## config.mk

```make
export PLATFORM = sky130hd
export DESIGN_NAME = alpha_fade_envelope
export DESIGN_NICKNAME = d
export VERILOG_FILES = /design/src/design/afe_pkg.sv /design/src/design/alpha_fade_envelope.sv
export VERILOG_INCLUDE_DIRS = /design/src /design/src/design
export SDC_FILE = /design/constraint.sdc
export NUM_CORES = 2
export LEC_CHECK = 0
export BUFFER_PORTS_ARGS = -buffer_cell sky130_fd_sc_hd__buf_2
export CAP_MARGIN = 20
export CORE_AREA = 2 2 223 225
export DETAILED_ROUTE_END_ITERATION = 8
export DIE_AREA = 0 0 225 227
export HOLD_SLACK_MARGIN = 0.06
export PLACE_DENSITY_LB_ADDON = 0.08
export SYNTH_ARGS = -nofsm -noshare
export SYNTH_HDL_FRONTEND = slang
export SYNTH_SLANG_ARGS = --single-unit
```

## constraint.sdc

```tcl
create_clock -name clk -period 19.15 [get_ports clk]
set_clock_uncertainty 0.15 [all_clocks]
set_input_delay 2.8725 -clock clk [delete_from_list [all_inputs] [get_ports clk]]
set_output_delay 2.8725 -clock clk [all_outputs]
set_load 0.005 [all_outputs]
```

## src/design/alpha_fade_envelope_assert.svh

```systemverilog
// assertion macros shared by the fade envelope rtl
// depends on nothing; files that check their logic include it by name
`ifndef ALPHA_FADE_ENVELOPE_ASSERT_SVH
`define ALPHA_FADE_ENVELOPE_ASSERT_SVH

// same-cycle implication, disabled in reset
`define AFE_ASSERT_NOW(label, clk, rst, ante, cons) \
  label: assert property (@(posedge clk) disable iff (rst) (ante) |-> (cons)) \
    else $error("alpha_fade_envelope check failed");

// next-cycle implication, disabled in reset
`define AFE_ASSERT_NEXT(label, clk, rst, ante, cons) \
  label: assert property (@(posedge clk) disable iff (rst) (ante) |=> (cons)) \
    else $error("alpha_fade_envelope check failed");

`endif

```

## src/design/afe_pkg.sv

```systemverilog
// types, constants and codes for the fade envelope
// used by alpha_fade_envelope; depends on nothing
package afe_pkg;

  localparam int LEVEL_FRAC_BITS = 16;
  localparam int TIME_BITS       = 31;
  localparam int REG_W           = 16;
  localparam int REG_IDX_W       = 2;
  localparam int FUNC_W          = 2;

  localparam int LEVEL_W  = LEVEL_FRAC_BITS + 1;
  localparam int LEN_W    = REG_W + 1;
  localparam int PROD_W   = LEVEL_W + LEN_W;
  localparam int START_W  = TIME_BITS + 1;
  localparam int END_W    = TIME_BITS + 2;
  localparam int DIV_CNT_W = $clog2(PROD_W + 1);

  localparam logic [LEVEL_W-1:0] LEVEL_ONE = LEVEL_W'(1) << LEVEL_FRAC_BITS;

  // function codes
  localparam logic [FUNC_W-1:0] FUNC_QUERY = 2'd0;
  localparam logic [FUNC_W-1:0] FUNC_SHOW  = 2'd1;
  localparam logic [FUNC_W-1:0] FUNC_HIDE  = 2'd2;

  // register indexes
  localparam logic [REG_IDX_W-1:0] REG_IN_DELAY     = 2'd0;
  localparam logic [REG_IDX_W-1:0] REG_IN_DURATION  = 2'd1;
  localparam logic [REG_IDX_W-1:0] REG_OUT_DELAY    = 2'd2;
  localparam logic [REG_IDX_W-1:0] REG_OUT_DURATION = 2'd3;

  typedef struct packed {
    logic [FUNC_W-1:0]    func;
    logic                 auto_back;
    logic                 instant;
    logic [TIME_BITS-1:0] now_ms;
  } in_item_t;

  typedef struct packed {
    logic [LEVEL_W-1:0] alpha;
    logic               target_is_shown;
    logic               will_toggle_back;
    logic               resting_is_shown;
    logic               fade_complete;
  } out_item_t;

  typedef enum logic [2:0] {
    S_IDLE,
    S_START,
    S_LEN,
    S_MUL,
    S_DIV,
    S_APPLY,
    S_OUT
  } fade_state_t;

endpackage

```

## src/design/alpha_fade_envelope.sv

```systemverilog
// fade envelope: show/hide commands and timed alpha queries
// depends on afe_pkg and alpha_fade_envelope_assert.svh
//
//   port group   dir  what moves
//   in_*         in   one command or query item per accept
//   out_*        out  one result item for each input item
//   cfg_*        in   register write, index and 16-bit data
//
// commands and queries that need no ramp math: result in the cycle after accept
// ramp queries: worked by one shared 17x17 multiplier used twice
//   and a restoring divider that retires one quotient bit per cycle (34 bits)
// in_stall stays high while a ramp query is worked and while a result waits
// reset is synchronous; it restores the hidden, finished state with zero level
`include "alpha_fade_envelope_assert.svh"

module alpha_fade_envelope (
  input  logic                          clk,
  input  logic                          rst,
  input  logic                          in_valid,
  output logic                          in_stall,
  input  afe_pkg::in_item_t             in_data,
  output logic                          out_valid,
  input  logic                          out_stall,
  output afe_pkg::out_item_t            out_data,
  input  logic                          cfg_we,
  input  logic [afe_pkg::REG_IDX_W-1:0] cfg_addr,
  input  logic [afe_pkg::REG_W-1:0]     cfg_wdata
);
  import afe_pkg::*;

  // configuration
  logic [REG_W-1:0] in_delay_ms, in_duration_ms, out_delay_ms, out_duration_ms;

  // envelope state
  logic                 target_shown, resting_shown, done_flag;
  logic [LEVEL_W-1:0]   level_now, level_at_change;
  logic [TIME_BITS-1:0] time_at_change, time_last_query;

  // sequencer and working registers
  fade_state_t          state, state_next;
  logic                 fade_in;
  logic [TIME_BITS-1:0] now_r;
  logic [START_W-1:0]   start_r;
  logic [LEVEL_W-1:0]   dist_r;
  logic [REG_W-1:0]     dur_r;
  logic [LEN_W-1:0]     len_r, elapsed_r;
  logic [PROD_W-1:0]    prod_r;
  logic [LEN_W-1:0]     rem_r;
  logic [DIV_CNT_W-1:0] div_cnt;
  logic [LEVEL_W-1:0]   alpha_r;

  // control outputs
  logic in_accept, out_free, out_load_idle, out_load_seq;

  // input decode
  logic is_cmd, want, fade_query;
  assign is_cmd     = (in_data.func == FUNC_SHOW) || (in_data.func == FUNC_HIDE);
  assign want       = (in_data.func == FUNC_SHOW);
  assign fade_query = !is_cmd && !done_flag && (time_last_query != in_data.now_ms);

  // ramp setup from current state
  logic [REG_W-1:0]   sel_delay;
  logic               skip_delay;
  logic [START_W-1:0] start_calc;
  assign sel_delay  = target_shown ? in_delay_ms : out_delay_ms;
  assign skip_delay = (sel_delay == '0) ||
                      (target_shown && (level_at_change != '0)) ||
                      (!target_shown && (level_at_change < LEVEL_ONE));
  assign start_calc = START_W'(time_at_change) +
                      (skip_delay ? START_W'(0) : START_W'(sel_delay));

  // shared multiplier: dist * duration, then dist * elapsed
  logic [LEN_W-1:0]  mul_b;
  logic [PROD_W-1:0] mul_p;
  assign mul_b = (state == S_START) ? LEN_W'(dur_r) : elapsed_r;
  assign mul_p = PROD_W'(dist_r) * PROD_W'(mul_b);

  // ramp length and end check
  logic [LEN_W-1:0]   len_calc;
  logic [END_W-1:0]   end_calc;
  logic               ramping;
  logic [START_W-1:0] elapsed_full;
  assign len_calc     = prod_r[LEVEL_FRAC_BITS +: LEN_W];
  assign end_calc     = END_W'(start_r) + END_W'(len_calc);
  assign ramping      = (dur_r != '0) && (len_calc != '0) && (END_W'(now_r) < end_calc);
  assign elapsed_full = START_W'(now_r) - start_r;

  logic before_start;
  assign before_start = START_W'(now_r) < start_r;

  // divider step
  logic [LEN_W:0] div_trial;
  logic           div_bit;
  assign div_trial = {rem_r, prod_r[PROD_W-1]};
  assign div_bit   = div_trial >= {1'b0, len_r};

  logic div_last;
  assign div_last = (div_cnt == DIV_CNT_W'(PROD_W - 1));

  logic [LEVEL_W-1:0] delta, level_ramp;
  assign delta      = prod_r[LEVEL_W-1:0];
  assign level_ramp = fade_in ? level_at_change + delta : level_at_change - delta;

  logic [LEVEL_W-1:0] target_level;
  assign target_level = fade_in ? LEVEL_ONE : '0;

  // next state
  always_comb begin
    state_next = state;
    case (state)
      S_IDLE: begin
        if (in_accept && fade_query) state_next = S_START;
      end
      S_START: begin
        state_next = before_start ? S_OUT : S_LEN;
      end
      S_LEN: begin
        state_next = ramping ? S_MUL : S_OUT;
      end
      S_MUL:   state_next = S_DIV;
      S_DIV: begin
        if (div_last) state_next = S_APPLY;
      end
      S_APPLY: state_next = S_OUT;
      S_OUT: begin
        if (out_free) state_next = S_IDLE;
      end
      default: state_next = S_IDLE;
    endcase
  end

  // control outputs
  always_comb begin
    out_free      = !out_valid || !out_stall;
    in_stall      = (state != S_IDLE) || !out_free;
    in_accept     = in_valid && !in_stall;
    out_load_idle = in_accept && !fade_query;
    out_load_seq  = (state == S_OUT) && out_free;
  end

  // result of a command or a query that needs no ramp math
  out_item_t imm_item;
  always_comb begin
    imm_item = '0;
    if (is_cmd) begin
      imm_item.alpha            = in_data.instant ? (want ? LEVEL_ONE : '0) : level_now;
      imm_item.target_is_shown  = want;
      imm_item.resting_is_shown = in_data.auto_back ? resting_shown : want;
      imm_item.will_toggle_back = want != imm_item.resting_is_shown;
      imm_item.fade_complete    = in_data.instant;
    end else begin
      imm_item.alpha            = level_now;
      imm_item.target_is_shown  = target_shown;
      imm_item.resting_is_shown = resting_shown;
      imm_item.will_toggle_back = target_shown != resting_shown;
      imm_item.fade_complete    = done_flag;
    end
  end

  always_ff @(posedge clk) begin
    if (rst) begin
      state           <= S_IDLE;
      out_valid       <= 1'b0;
      in_delay_ms     <= '0;
      in_duration_ms  <= '0;
      out_delay_ms    <= '0;
      out_duration_ms <= '0;
      target_shown    <= 1'b0;
      resting_shown   <= 1'b0;
      done_flag       <= 1'b1;
      level_now       <= '0;
      level_at_change <= '0;
      time_at_change  <= '0;
      time_last_query <= '0;
    end else begin
      state <= state_next;

      if (cfg_we) begin
        case (cfg_addr)
          REG_IN_DELAY:     in_delay_ms     <= cfg_wdata;
          REG_IN_DURATION:  in_duration_ms  <= cfg_wdata;
          REG_OUT_DELAY:    out_delay_ms    <= cfg_wdata;
          REG_OUT_DURATION: out_duration_ms <= cfg_wdata;
          default: ;
        endcase
      end

      if (out_load_idle || out_load_seq) begin
        out_valid <= 1'b1;
      end else if (out_valid && !out_stall) begin
        out_valid <= 1'b0;
      end

      // commands update the envelope at accept
      if (in_accept && is_cmd) begin
        target_shown <= want;
        if (!in_data.auto_back) resting_shown <= want;
        if (in_data.instant) begin
          level_at_change <= want ? LEVEL_ONE : '0;
          level_now       <= want ? LEVEL_ONE : '0;
          done_flag       <= 1'b1;
        end else begin
          level_at_change <= level_now;
          time_at_change  <= in_data.now_ms;
          done_flag       <= 1'b0;
        end
      end

      if (in_accept && fade_query) time_last_query <= in_data.now_ms;

      // ramp finished: settle at target, maybe turn back toward rest
      if (state == S_LEN && !before_start && !ramping) begin
        level_now <= target_level;
        if (resting_shown != target_shown) begin
          target_shown    <= resting_shown;
          level_at_change <= target_level;
          time_at_change  <= now_r;
        end else begin
          done_flag <= 1'b1;
        end
      end

      if (state == S_APPLY) level_now <= level_ramp;
    end
  end

  // working registers, no reset needed
  always_ff @(posedge clk) begin
    if (state == S_IDLE && in_accept && fade_query) begin
      fade_in <= target_shown;
      now_r   <= in_data.now_ms;
      start_r <= start_calc;
      dur_r   <= target_shown ? in_duration_ms : out_duration_ms;
      dist_r  <= target_shown ? LEVEL_ONE - level_at_change : level_at_change;
    end

    case (state)
      S_START: begin
        prod_r <= mul_p;
        if (before_start) alpha_r <= fade_in ? '0 : LEVEL_ONE;
      end
      S_LEN: begin
        len_r     <= len_calc;
        elapsed_r <= elapsed_full[LEN_W-1:0];
        if (!ramping) alpha_r <= target_level;
      end
      S_MUL: begin
        prod_r  <= mul_p;
        rem_r   <= '0;
        div_cnt <= '0;
      end
      S_DIV: begin
        // restoring divide, one quotient bit per cycle
        rem_r   <= div_bit ? LEN_W'(div_trial - {1'b0, len_r}) : div_trial[LEN_W-1:0];
        prod_r  <= {prod_r[PROD_W-2:0], div_bit};
        div_cnt <= div_cnt + DIV_CNT_W'(1);
      end
      S_APPLY: alpha_r <= level_ramp;
      default: ;
    endcase

    if (out_load_idle) begin
      out_data <= imm_item;
    end else if (out_load_seq) begin
      out_data.alpha            <= alpha_r;
      out_data.target_is_shown  <= target_shown;
      out_data.resting_is_shown <= resting_shown;
      out_data.will_toggle_back <= target_shown != resting_shown;
      out_data.fade_complete    <= done_flag;
    end
  end

  `AFE_ASSERT_NOW(a_level_in_range, clk, rst, 1'b1, level_now <= LEVEL_ONE)
  `AFE_ASSERT_NEXT(a_ramp_query_starts, clk, rst, in_accept && fade_query, state == S_START)
  `AFE_ASSERT_NOW(a_div_count_range, clk, rst, state == S_DIV,
                  div_cnt < DIV_CNT_W'(PROD_W))
  `AFE_ASSERT_NEXT(a_result_waits, clk, rst, state == S_OUT && out_valid && out_stall,
                   state == S_OUT)
  `AFE_ASSERT_NOW(a_busy_stalls, clk, rst, state != S_IDLE, in_stall)

endmodule
```

### Yosys cells after proc, flatten, opt, wreduce, memory -nomap -nowiden

Index checks and enable logic that the tools add are counted.

| storage, ports and cells | value |
|---|---|
| bits in registers | 393 |
| latch bits | 0 |
| RAM bits | 0 |
| memory bits (read-only) | 0 |
| input port bits | 58 |
| logic and storage cells | 161 |
| memories | 0 |

| cells by class | value |
|---|---|
| add/subtract/negate cells | 8 |
| multiply operators | 1 |
| div/mod/pow operators | 0 |
| magnitude comparators | 4 |
| equality and inequality tests | 21 |
| shift operators | 0 |
| multiplexer cells | 46 |
| bitwise logic cells | 0 |
| reductions and logical operators | 52 |

Operator list:

| kind | number |
|---|---|
| $mux W17 | 16 |
| $mux W31 | 4 |
| $pmux W34 S2 | 1 |
| $mux W21 | 3 |
| $pmux W17 S3 | 1 |
| $sub A17 B17 Y17 | 3 |
| $mux W16 | 3 |
| $mul A17 B17 Y34 | 1 |
| $pmux W17 S2 | 1 |
| $reduce_bool A17 Y1 | 2 |
| $add A32 B17 Y33 | 1 |
| $lt A31 B33 Y1 | 1 |
| $add A31 B16 Y32 | 1 |
| $lt A31 B32 Y1 | 1 |
| $ne A31 B31 Y1 | 1 |
| $pmux W3 S7 | 1 |
| $ge A18 B17 Y1 | 1 |
| $add A17 B17 Y17 | 1 |
| $lt A17 B17 Y1 const B | 1 |
| $sub A17 B17 Y17 const A | 1 |
| $logic_and A1 B1 Y1 | 16 |
| $logic_not A16 Y1 | 1 |
| $reduce_bool A16 Y1 | 1 |
| $mux W3 | 5 |
| other kinds (20) | 64 |

### Logic depth before layout (Yosys ltp)

| depth | value |
|---|---|
| depth after elaboration | 10 |
| gate-level depth with buffers | 28 |

### Worst setup path before layout

No wires, ideal clock.

| timing path | value |
|---|---|
| path kind | register -> register |
| from | reg state[0] |
| to | reg prod_r[26] (data pin) |
| arrival time | 7.227 ns |
| data required time | 18.740 ns |
| setup slack | 11.513 ns |
| cell stages (with the launch flop) | 27 |
| path buffers | 2 |
| period minus slack after synthesis | 7.637 ns |
| cell sequence | dfxtp_1 -> clkbuf_1 -> nand2_1 -> nor2_1 -> buf_2 -> mux2_2 -> and2_1 -> fa_1 -> inv_1 -> fa_1 -> inv_1 -> fa_1 -> fa_1 -> fa_1 -> inv_1 -> fa_1 -> inv_1 -> ha_1 -> a211oi_1 -> o21bai_1 -> o2bb2ai_1 -> a211oi_2 -> o21ai_1 -> a211oi_1 -> o21bai_1 -> xnor2_1 -> mux2_2 |

| on the way | value |
|---|---|
| cells in the longest elaborated chain, start to end | 4 |
| elaborated cells between the ends (all ways) | 7 |

RTL lines:

| element | RTL line | source |
|---|---|---|
| start: declaration | alpha_fade_envelope.sv:40 | `fade_state_t state, state_next;` |
| start signal: assignment | alpha_fade_envelope.sv:176 | `state <= state_next;` |
| $eq A3 B1 Y1 | alpha_fade_envelope.sv:75, alpha_fade_envelope.sv:237 |  |
| $mux W17 | alpha_fade_envelope.sv:75 | `assign mul_b = (state == S_START) ? LEN_W'(dur_r) : elapsed_r;` |
| $mul A17 B17 Y34 | alpha_fade_envelope.sv:76 | `assign mul_p = PROD_W'(dist_r) * PROD_W'(mul_b);` |
| $pmux W34 S2 (*) | alpha_fade_envelope.sv:237 | `case (state)` |
| end signal: assignment | alpha_fade_envelope.sv:239 | `prod_r <= mul_p;` |
| end signal: assignment | alpha_fade_envelope.sv:248 | `prod_r <= mul_p;` |
| end signal: assignment | alpha_fade_envelope.sv:255 | `prod_r <= {prod_r[PROD_W-2:0], div_bit};` |
| end: declaration | alpha_fade_envelope.sv:47 | `logic [PROD_W-1:0] prod_r;` |

Every way passes the cells marked *; elsewhere a longest branch is shown, timed or not.
A chain may end at the register's enable or synchronous reset.

### Final worst setup path

| timing path | value |
|---|---|
| from | reg state[1] |
| to | reg prod_r[26] (data pin) |

Same word-level chain as after synthesis.

==> flow_summary.json <==
{
  "outcome": "completed",
  "place_congestion": 0.9238,
  "cts_resized": 0,
  "slowest_stage": "fa_1",
  "grt.total_usage_pct": 31.66,
  "power.density_nw_per_um2": 159.2,
  "syn-instance-count": 3260,
  "core_sq_um": 48550,
  "cap_violations": 0,
  "final_common_cell": "nand2_1",
  "overflow": 0,
  "start_kind": "register",
  "die_width_um": 225,
  "critPathKind": "reg2reg",
  "synth_compound_gate_area_share_pct": 11.50,
  "cts_sinks": 393,
  "synth-seq-area-share_pct": 32.75,
  "tightestPinTransition_ns": 0.9883,
  "crit_fanout": 17,
  "nets": 3810,
  "drt_wl_total_um": 79330,
  "fin_crit_sh_pct": 42.22,
  "synth_mux_area_share_pct": 4.013,
  "area_delta_synth_final_pct": 7.779,
  "dr.pass1.iters": 6,
  "grt_pass1_wl_um": 125900,
  "layout_min_cycle_time_ns": 8.086,
  "critPathMaxStageDelay_ns": 0.55,
  "synth.top_cell.area_share_pct": 21.94,
  "wl_per_cell_um": 20.14,
  "clk_pin_slew_ns": 0.07,
  "io_pins": 81,
  "cts_buffers": 44,
  "yosysWarnings": 0,
  "p_int_mw": 2.950,
  "synthAdderAreaFrac_pct": 24.61,
  "fmaxAchievable_mhz": 123.7,
  "seqCellArea_sq_um": 10130,
  "switching_share_pct": 44.41,
  "async_reset_ff_share_pct": 0,
  "grt_max_degree": 82,
  "synth_top_area_cell": "edfxtp_1",
  "cpMostUsedCell": "fa_1",
  "ys.flop_type": "edfxtp_1",
  "hold_path_class": "reg2reg",
  "tns_ns": 0,
  "post_cts_buffers": 0,
  "fillers": 3850,
  "initial_core_util_pct": 63.71,
  "relSlewSlack_pct": 34.04,
  "cp.required_ns": 19.32,
  "die_area_sq_um": 51080,
  "io_buffers": 80,
  "synth.distinct_cells": 81,
  "pwr-share-comb_pct": 60.5,
  "yosys-top-cells-area": "edfxtp_1, fa_1, dfxtp_1, ha_1, nand2_1",
  "drt_iter0_markers": 1790,
  "ant_nets": 0,
  "power_frac_seq_pct": 23.0,
  "place_hpwl_um": 59900,
  "via_count": 23570,
  "peakVddDrop_v": 0.0002466,
  "finalSetupViolations": 0,
  "arrival_ns": 8.26,
  "power.leakage_nw": 14.33,
  "htree_levels": 2,
  "synth_top_family_by_area": "adder cells",
  "power.total_mw": 5.306,
  "p_clk_share_pct": 16.5,
  "grt_pass1_vias": 23720,
  "multi_input_area_sq_um": 18840,
  "via_per_inst": 5.982,
  "switchingPower_mw": 2.356,
  "antenna_found_initial": 3,
  "synth_area_sq_um": 30930,
  "die_h_um": 227,
  "final_hold_viol_count": 0,
  "synth_edf_count": 226,
  "rows": 81,
  "diodes": 0,
  "rsz0062_at_grt": "no",
  "cts_hold_buffers": 0,
  "cts-root-buf": "clkbuf_16",
  "avgSynthCellArea_sq_um": 9.488,
  "synth-xor-area-share_pct": 5.069,
  "drcViolationCount": 0,
  "syn-num-nets": 3789,
  "yosys.area_share.simple_pct": 15.58,
  "maxSlewViolCount": 0,
  "end_kind": "register",
  "drive_above_1_share_pct": 7.296,
  "worstSkewPairLatency_ns": 0.57,
  "final_cell_mix": "nand2_1, inv_1, ha_1",
  "clockBufferDepth": 3,
  "final_util_pct": 68.67,
  "synth-seq-cells": 393,
  "tritoncts": "yes"
}
[cells by family after synthesis]
kind of cell               count (synthesis)
buffers and inverters                    524
xor gates and xnor gates                 179
muxes                                    120
DFF                                      393
AOI/OAI and AO/OA                        552
adders and majority gates                471
and+or+nand+nor                         1021
[power by group through the flow]
stage          clock (mW)  sequential, mW  combinational, mW
6_report            0.874            1.22               3.21
5_1_grt             0.912            1.23               3.62
4_1_cts             0.882            1.22               3.21
3_5_place_dp            0            1.23               3.17
3_3_place_gp            0            1.23               3.08
2_1_floorplan           0            1.18               2.40
[metrics by stage]
step                std cells  hold slack, ns  worst slack (ns)  cell area (sq um)
finish                   3939          0.3037             11.06              33340
global route             3939          0.3202             10.57              33340
CTS                      3938          0.3046             11.04              33330
detailed placement       3856          0.2959             11.07              31810
global placement         3856          0.2902             11.31              31810
floorplan                3260          0.2829             11.51              30930
[final cells by class]
cell class | count | area share [%]
multi-input combinational | 2343 | 56.51
sequential | 393 | 30.39
inverter | 393 | 4.425
clock buffer | 67 | 4.125
tap | 622 | 2.335
timing repair buffer | 106 | 1.794
clock inverter | 15 | 0.4241
[sequential cells by signal, summed over array words and instances, names as in the netlist, 3 cells and up]
name,cells
alpha_r,17
start_r,32
level_at_change,17
out_duration_ms,16
level_now,17
now_r,31
dist_r,17
prod_r,34
time_last_query,31
time_at_change,31
in_duration_ms,16
out_delay_ms,16
elapsed_r,17
in_delay_ms,16
rem_r,17
state,3
len_r,17
dur_r,16
div_cnt,6
out_data,21
[per-layer routing]
| layer | part of all wire [%] | vias up | global-route usage (%) | wire, um |
|---|---|---|---|---|
| li1 | - | 11080 | - | - |
| met1 | 43 | 11530 | 42.98 | 34010 |
| met2 | 47 | 763 | 52.00 | 36970 |
| met3 | 6.5 | 185 | 4.311 | 5139 |
| met4 | 4.0 | 6 | 12.11 | 3165 |
| met5 | 0.050 | - | 0 | 40 |
[path summary, 6_finish.rpt]
| kind | slack (ns) | from | cells after the start | endpoint |
|---|---|---|---|---|
| worst max-delay path | 11.06 | state[1] | 26 | prod_r[26] |
| worst min-delay path | 0.30 | in_duration_ms[9] | 2 | in_duration_ms[9] |
| worst max register to register | 11.06 | state[1] | 26 | prod_r[26] |
| worst min register to register | 0.30 | in_duration_ms[9] | 2 | in_duration_ms[9] |
[worst max-delay path: cells and delay by family (launching register included)]
family / cells / cell delay [ns]
mux: 2 / 0.77
buf+inv: 6 / 0.71
simple gates: 3 / 0.50
flops: 1 / 0.37
compound gates: 7 / 1.71
fa+ha+maj: 7 / 3.51
xor+xnor: 1 / 0.13
[Yosys cell counts (25+ instances only)]
cell,n
mux2_2,32
xor2_1,67
nor3_1,60
and2_1,89
o21ai_0,120
mux2i_1,88
nor2_1,197
inv_1,393
nand2_1,398
dfxtp_1,167
o311a_1,31
clkbuf_1,106
nor4_1,25
nor2b_1,65
nand2b_1,29
xnor2_1,112
a21oi_1,195
a21o_1,39
nand3_1,55
fa_1,229
edfxtp_1,226
ha_1,242
nand4_1,28
(Power assumes the default switching activity.)
